<file path="src/rtl/core/fca_pkg.sv">
// Shared types, codes and constants of the FAT chain allocator.
// Used by every module of the block but fca_ram; depends on nothing.
package fca_pkg;

  localparam int TABLE_ENTRIES_DEF = 4096;

  localparam int REG_W     = 13;
  localparam int CFG_IDX_W = 1;
  localparam int VAL_W     = 16;
  localparam int OPC_W     = 2;
  localparam int ST_W      = 2;

  localparam logic [VAL_W-1:0] ENTRY_FREE = 16'h0000;
  localparam logic [VAL_W-1:0] ENTRY_EOC  = 16'hFFFF;

  localparam logic [REG_W-1:0] DATA_START_RST  = 13'd82;
  localparam logic [REG_W-1:0] ALLOC_LIMIT_RST = 13'd4096;

  localparam logic [CFG_IDX_W-1:0] REG_DATA_START  = 1'd0;
  localparam logic [CFG_IDX_W-1:0] REG_ALLOC_LIMIT = 1'd1;

  localparam logic [OPC_W-1:0] OP_NEXT  = 2'd0;
  localparam logic [OPC_W-1:0] OP_SET   = 2'd1;
  localparam logic [OPC_W-1:0] OP_ALLOC = 2'd2;
  localparam logic [OPC_W-1:0] OP_FREE  = 2'd3;

  localparam logic [ST_W-1:0] ST_OK    = 2'd0;
  localparam logic [ST_W-1:0] ST_RANGE = 2'd1;
  localparam logic [ST_W-1:0] ST_FULL  = 2'd2;
  localparam logic [ST_W-1:0] ST_LONG  = 2'd3;

  typedef enum logic [2:0] {
    WR_NONE,
    WR_SET,
    WR_EOC,
    WR_ZERO,
    WR_CLEAR
  } wr_sel_t;

  typedef enum logic [2:0] {
    RES_READ,
    RES_READ_RANGE,
    RES_SET_OK,
    RES_SET_RANGE,
    RES_ALLOC,
    RES_FULL,
    RES_FREE
  } res_sel_t;

  typedef struct packed {
    logic     load_in;
    logic     rd_en;
    logic     rd_scan;
    wr_sel_t  wr_sel;
    logic     scan_step;
    logic     free_step;
    logic     res_load;
    res_sel_t res_sel;
    logic     out_load;
    logic     clr_step;
  } fca_cmd_t;

  typedef struct packed {
    logic cur_eoc;
    logic cur_free;
    logic cur_oor;
    logic cnt_full;
    logic scan_done;
    logic rdata_free;
    logic clr_last;
  } fca_stat_t;

endpackage

</file>
<file path="src/rtl/core/fca_ctrl.sv">
// Controller of the FAT chain allocator: sequences clearing, table access and handshakes.
// Depends on fca_pkg; drives fca_dp through command and status structs.
module fca_ctrl (
  input  logic                      clk,
  input  logic                      rst_n,
  input  logic                      in_valid,
  input  logic [fca_pkg::OPC_W-1:0] in_opcode,
  output logic                      in_ready,
  output logic                      out_valid,
  input  logic                      out_ready,
  input  fca_pkg::fca_stat_t        stat,
  output fca_pkg::fca_cmd_t         cmd
);

  typedef enum logic [3:0] {
    S_CLEAR,
    S_IDLE,
    S_READ,
    S_READ_DATA,
    S_SET,
    S_SCAN,
    S_SCAN_DATA,
    S_WALK,
    S_WALK_DATA,
    S_EMIT
  } state_t;

  state_t state_r, state_nxt;
  logic   out_valid_r, out_valid_nxt;

  always_comb begin
    state_nxt   = state_r;
    cmd         = '0;
    cmd.wr_sel  = fca_pkg::WR_NONE;
    cmd.res_sel = fca_pkg::RES_READ;
    unique case (state_r)
      S_CLEAR: begin
        cmd.wr_sel   = fca_pkg::WR_CLEAR;
        cmd.clr_step = 1'b1;
        if (stat.clr_last) begin
          state_nxt = S_IDLE;
        end
      end
      S_IDLE: begin
        if (in_valid) begin
          cmd.load_in = 1'b1;
          unique case (in_opcode)
            fca_pkg::OP_NEXT:  state_nxt = S_READ;
            fca_pkg::OP_SET:   state_nxt = S_SET;
            fca_pkg::OP_ALLOC: state_nxt = S_SCAN;
            default:           state_nxt = S_WALK;
          endcase
        end
      end
      S_READ: begin
        if (stat.cur_oor) begin
          cmd.res_load = 1'b1;
          cmd.res_sel  = fca_pkg::RES_READ_RANGE;
          state_nxt    = S_EMIT;
        end else begin
          cmd.rd_en = 1'b1;
          state_nxt = S_READ_DATA;
        end
      end
      S_READ_DATA: begin
        cmd.res_load = 1'b1;
        cmd.res_sel  = fca_pkg::RES_READ;
        state_nxt    = S_EMIT;
      end
      S_SET: begin
        cmd.res_load = 1'b1;
        if (stat.cur_oor) begin
          cmd.res_sel = fca_pkg::RES_SET_RANGE;
        end else begin
          cmd.wr_sel  = fca_pkg::WR_SET;
          cmd.res_sel = fca_pkg::RES_SET_OK;
        end
        state_nxt = S_EMIT;
      end
      S_SCAN: begin
        if (stat.scan_done) begin
          cmd.res_load = 1'b1;
          cmd.res_sel  = fca_pkg::RES_FULL;
          state_nxt    = S_EMIT;
        end else begin
          cmd.rd_en   = 1'b1;
          cmd.rd_scan = 1'b1;
          state_nxt   = S_SCAN_DATA;
        end
      end
      S_SCAN_DATA: begin
        if (stat.rdata_free) begin
          cmd.wr_sel   = fca_pkg::WR_EOC;
          cmd.res_load = 1'b1;
          cmd.res_sel  = fca_pkg::RES_ALLOC;
          state_nxt    = S_EMIT;
        end else begin
          cmd.scan_step = 1'b1;
          state_nxt     = S_SCAN;
        end
      end
      S_WALK: begin
        if (stat.cur_eoc || stat.cur_free || stat.cur_oor || stat.cnt_full) begin
          cmd.res_load = 1'b1;
          cmd.res_sel  = fca_pkg::RES_FREE;
          state_nxt    = S_EMIT;
        end else begin
          cmd.rd_en = 1'b1;
          state_nxt = S_WALK_DATA;
        end
      end
      S_WALK_DATA: begin
        cmd.wr_sel    = fca_pkg::WR_ZERO;
        cmd.free_step = 1'b1;
        state_nxt     = S_WALK;
      end
      S_EMIT: begin
        if (!out_valid_r || out_ready) begin
          cmd.out_load = 1'b1;
          state_nxt    = S_IDLE;
        end
      end
      default: state_nxt = S_IDLE;
    endcase
  end

  always_comb begin
    out_valid_nxt = out_valid_r;
    if (cmd.out_load) begin
      out_valid_nxt = 1'b1;
    end else if (out_ready) begin
      out_valid_nxt = 1'b0;
    end
  end

  always_ff @(posedge clk) begin
    if (!rst_n) begin
      state_r     <= S_CLEAR;
      out_valid_r <= 1'b0;
    end else begin
      state_r     <= state_nxt;
      out_valid_r <= out_valid_nxt;
    end
  end

  assign in_ready  = (state_r == S_IDLE);
  assign out_valid = out_valid_r;

endmodule

</file>
<file path="config.mk">
export PLATFORM = sky130hd
export DESIGN_NAME = fca_ctrl
export DESIGN_NICKNAME = d
export VERILOG_FILES = /design/src/rtl/core/fca_pkg.sv /design/src/rtl/core/fca_ctrl.sv
export SDC_FILE = /design/constraint.sdc
export NUM_CORES = 1
export LEC_CHECK = 0
export ABC_AREA = 1
export BUFFER_PORTS_ARGS = -buffer_cell sky130_fd_sc_hd__clkbuf_2
export CORE_MARGIN = 5
export CORE_UTILIZATION = 39
export CTS_CLUSTER_DIAMETER = 30
export DETAILED_ROUTE_END_ITERATION = 8
export PLACE_DENSITY_LB_ADDON = 0.1
export SLEW_MARGIN = 15
export SYNTH_ARGS = -nofsm -noshare
export SYNTH_HDL_FRONTEND = slang
export SYNTH_SLANG_ARGS = --single-unit
</file>
<file path="constraint.sdc">
create_clock -name clk -period 1.1 [get_ports clk]
set_input_delay 0.11 -clock clk [delete_from_list [all_inputs] [get_ports clk]]
set_output_delay 0.11 -clock clk [all_outputs]
set_load 0.01 [all_outputs]
</file>
* Word-level counts from Yosys, hierarchy flattened
Index checks and enable logic that the tools add are counted.
** Cells by class
- Reductions and logical operators :: 10
- Equality and inequality tests :: 14
- Mux-type cells :: 33
** Operator list (count)
- $mux W4 :: 10
- $pmux W4 S9 :: 1
- $pmux W4 S6 :: 1
- $eq A4 B3 Y1 const B :: 4
- $mux W1 :: 16
- $pmux W3 S4 :: 1
- $pmux W3 S3 :: 1
- $eq A4 B2 Y1 const B :: 2
- $eq A4 B4 Y1 const B :: 2
- $ne A2 B2 Y1 const B :: 3
- $eq A4 B1 Y1 const B :: 1
- $logic_not A4 Y1 :: 1
- $logic_or A1 B1 Y1 :: 4
- $mux W2 :: 2
- $pmux W1 S3 :: 1
- $reduce_and A3 Y1 :: 1
- $eq A2 B1 Y1 const B :: 1
- $eq A2 B2 Y1 const B :: 1
- $logic_not A2 Y1 :: 1
- $reduce_bool A2 Y1 :: 1
- $reduce_or A2 Y1 :: 1
- $logic_not A1 Y1 :: 1
** Storage, ports and cells
- Output and inout port bits :: 16
- Input bits :: 13
- Register bits :: 5

* Longest topological paths before layout
- Depth in word-level cells :: 5
- Mapped depth :: 9
- Depth with buffers taken out :: 9

* Least setup slack after synthesis
No wires, ideal clock.
- Path type :: register -> register
- Start :: reg state_r[3]
- End :: reg state_r[1]
- Period minus slack after synthesis :: 1186 ps
- Setup slack :: -86 ps
- Buffers on the path :: 0
- Data arrival time :: 1071 ps
- Library setup time :: 116 ps
- Cell stages (with the launch flop) :: 9
- Path through :: dfxtp_1 -> inv_1 -> nand2_1 -> nor2_1 -> nand2_1 -> nand3_1 -> inv_1 -> o21ai_0 -> nor2_1
** Between the ends
- Longest elaborated chain between the ends :: 3
** Ends and longest elaborated chain
- from (decl) :: RTL line fca_ctrl.sv:28 : state_t state_r, state_nxt;
- from (signal assigned) :: RTL line fca_ctrl.sv:141 : state_r <= state_nxt;
- $eq A4 B1 Y1 *
- named net in_ready :: RTL line fca_ctrl.sv:8 : output logic in_ready,
- $ne A2 B2 Y1 (no line)
- $reduce_and A3 Y1 (no line)
The timed path passes the listed nets; every way through them passes the cells marked *.
A chain may end at the register's enable or synchronous reset.

==> results_dict.tcl <==
set metrics [dict create \
    avgRoutedWirePerCell_um 17.90 \
    min_period_ns 1.510 \
    synth.net_count 119 \
    die_w_um 47.66 \
    dp_hpwl_um 1377 \
    layout.nets 177 \
    rsz0062_at_grt "yes" \
    synth_top_area_cell "nand2_1" \
    hold_path_class "in -> reg" \
    synth_cell_type_count 18 \
    whs_path_depth 3 \
    ant_nets 0 \
    ys_seq_area_share_pct 18.10 \
    ys_ff_latch 5 \
    syn_area_um2 553.0 \
    status "complete, but fails checks" \
    fin_crit_sh_pct 137.3 \
    fillers 51 \
    multi_input_area_um2 574.3 \
    skew_ns 0.002168 \
    core-area_um2 1318 \
    diodes 0 \
    drv_cap 0 \
    antenna_found_initial 0 \
    max_freq_ghz 0.6620 \
    pin_count 29 \
    die_area_um2 2271 \
    crit_fanout 5 \
    die_y_um 47.66 \
    viasPerCell 5.463 \
    dpl_worst_slack_ns -0.1163 \
    setup_ws_ns -0.4105 \
    endpoint_kind "output port" \
    cts_tree "yes" \
    cts_root_buf "clkbuf_4" \
    path_clk_slew_ns 0.04 \
    dr.first_iter.drc_count 18 \
    final_hold_viol_count 0 \
    num_vias 956 \
    cts_made_buffers 3 \
    netlist_instances 103 \
    failed_checks "setup timing" \
    avgSynthCellArea_um2 5.369 \
    grt_pass1_vias 785 \
    grt_usage_pct 19.63 \
    slew_headroom_pct 77.24 \
    routed_wl_um 3132 \
    start_util_pct 41.98 \
    yosysTopAreaCellShare_pct 19.00 \
    drv_slew 0 \
    reg2reg_depth 11 \
    clock-sinks 5 \
    grt_pass1_wl_um 3132 \
    yosys-top-cells-area "nand2_1, dfxtp_1, nor2_1, inv_1, nand3_1" \
    syn2layout_area_growth_pct 121.0 \
    cts_buffer_depth 2 \
    overflow 0 \
    worstPathArrival_ns 1.40 \
    start_kind "flop" \
    finalSetupViolations 20 \
    rows 13 \
    drive_gt1_share_pct 66.25 \
    cts.htree.levels 1 \
    cellPowerDensity_nw_per_um2 2270 \
    routabilityCongestion 0.8626 \
    worst_pin_slew_ns 0.3401 \
    utilization_pct 92.78 \
    drt_first_pass_iters 4 \
    required_ns 0.99 \
    r2r_slack_ns -0.34 \
    clk_latency_ns 0.25 \
    irDropWorstVdd_uv 1729 \
    portBuffers 28 \
    p_leak_nw 0.6797 \
    grt_max_degree 7 \
    final-seq-area_um2 115.1 \
    route.detailed.drc 0 \
    holdBufCountCts 0 \
    critPathKind "reg -> out" \
    yosysWarnings 0 \
]
placed cells by master (no fill, tap or decap), types with 3 or more instances in the layout:
cell / count
clkbuf_2: 18
buf_6: 16
nor2_1: 15
buf_4: 15
nand2_1: 14
inv_1: 11
nand2_2: 10
nor2_4: 8
nand3_2: 5
buf_2: 5
nand2_4: 4
inv_2: 4
dfxtp_4: 4
nor2_2: 3
ha_1: 3
clkbuf_4: 3
synthesized netlist by cell type:
library cell	instances
nor4_2	1
buf_4	1
inv_1	17
nand3b_1	1
o211ai_1	2
ha_1	3
or2_1	2
nand2_1	28
nand3_1	8
nor2_1	25
nand4_1	1
dfxtp_1	5
nor3_1	2
nand2_2	1
o21ai_0	3
a21oi_1	1
inv_2	1
nor2_4	1
final timing paths:
check / from / endpoint
max: state_r[0] / cmd[5]
min: rst_n / state_r[0]
max reg2reg: state_r[0] / state_r[0]
min reg2reg: out_valid / out_valid
final cells by class:
cell class	count	area share [%]
Multi-Input combinational cell	79	46.98
Timing Repair Buffer	54	33.37
Tap cell	15	1.535
Clock buffer	4	2.149
Sequential cell	5	9.417
Inverter	18	6.551
sequential cells by signal, indices dropped and copies added (netlist names):
name       count
state_r        4
out_valid      1
kinds of logic (layout without fill, tap and decap cells):
family / Yosys count / count (layout) / share of synthesized area, %
AO/OA/AOI/OAI: 6 / 6 / 6.332
adder cells (fa/ha/maj): 3 / 3 / 6.788
buffers and inverters: 19 / 76 / 13.57
flip-flops: 5 / 5 / 18.10
AND/OR/NAND/NOR: 70 / 70 / 55.20
through the flow:
step	setup TNS [ns]	hold WS, ns	std cells	total power (W)	instance area, µm²
2_1_floorplan	0	0.2309	103	0.0009767	570.5
3_3_place_gp	-0.4976	0.3393	156	0.001448	804.5
3_5_place_dp	-0.6015	0.3414	156	0.001463	804.5
4_1_cts	-4.691	0.08549	168	0.002051	994.7
5_1_grt	-7.170	0.1661	175	0.002913	1222
6_report	-6.174	0.1375	175	0.002775	1222
worst max-delay path, stage by stage, from the launching register on:
cell and delay [ns]:
dfxtp_4 0.38, inv_2 0.06, nand2_2 0.13, inv_2 0.08
nand3_2 0.10, nand3_2 0.07, or2_1 0.21, clkbuf_2 0.13
routing by layer:
metal	wire, µm	GRT usage (%)	vias to the layer above
li1	-	-	433
met1	1139	20.31	451
met2	1543	37.97	55
met3	269	5.263	17
met4	179	5.914	0
met5	0	0	-
power breakdown:
part	internal, W	switching (W)
sequential	0.000257	0.000104
clock	0.000138	0.0000886
combinational	0.000980	0.00121
timing repair:
| item | CTS | global route |
|---|---|---|
| pin swaps | 11 | 14 |
| setup endpoints to repair | 19 | 20 |
| resized for setup | 32 | 57 |
| buffers inserted | 8 | 7 |
No activity file was read; power rests on OpenSTA's default activity.
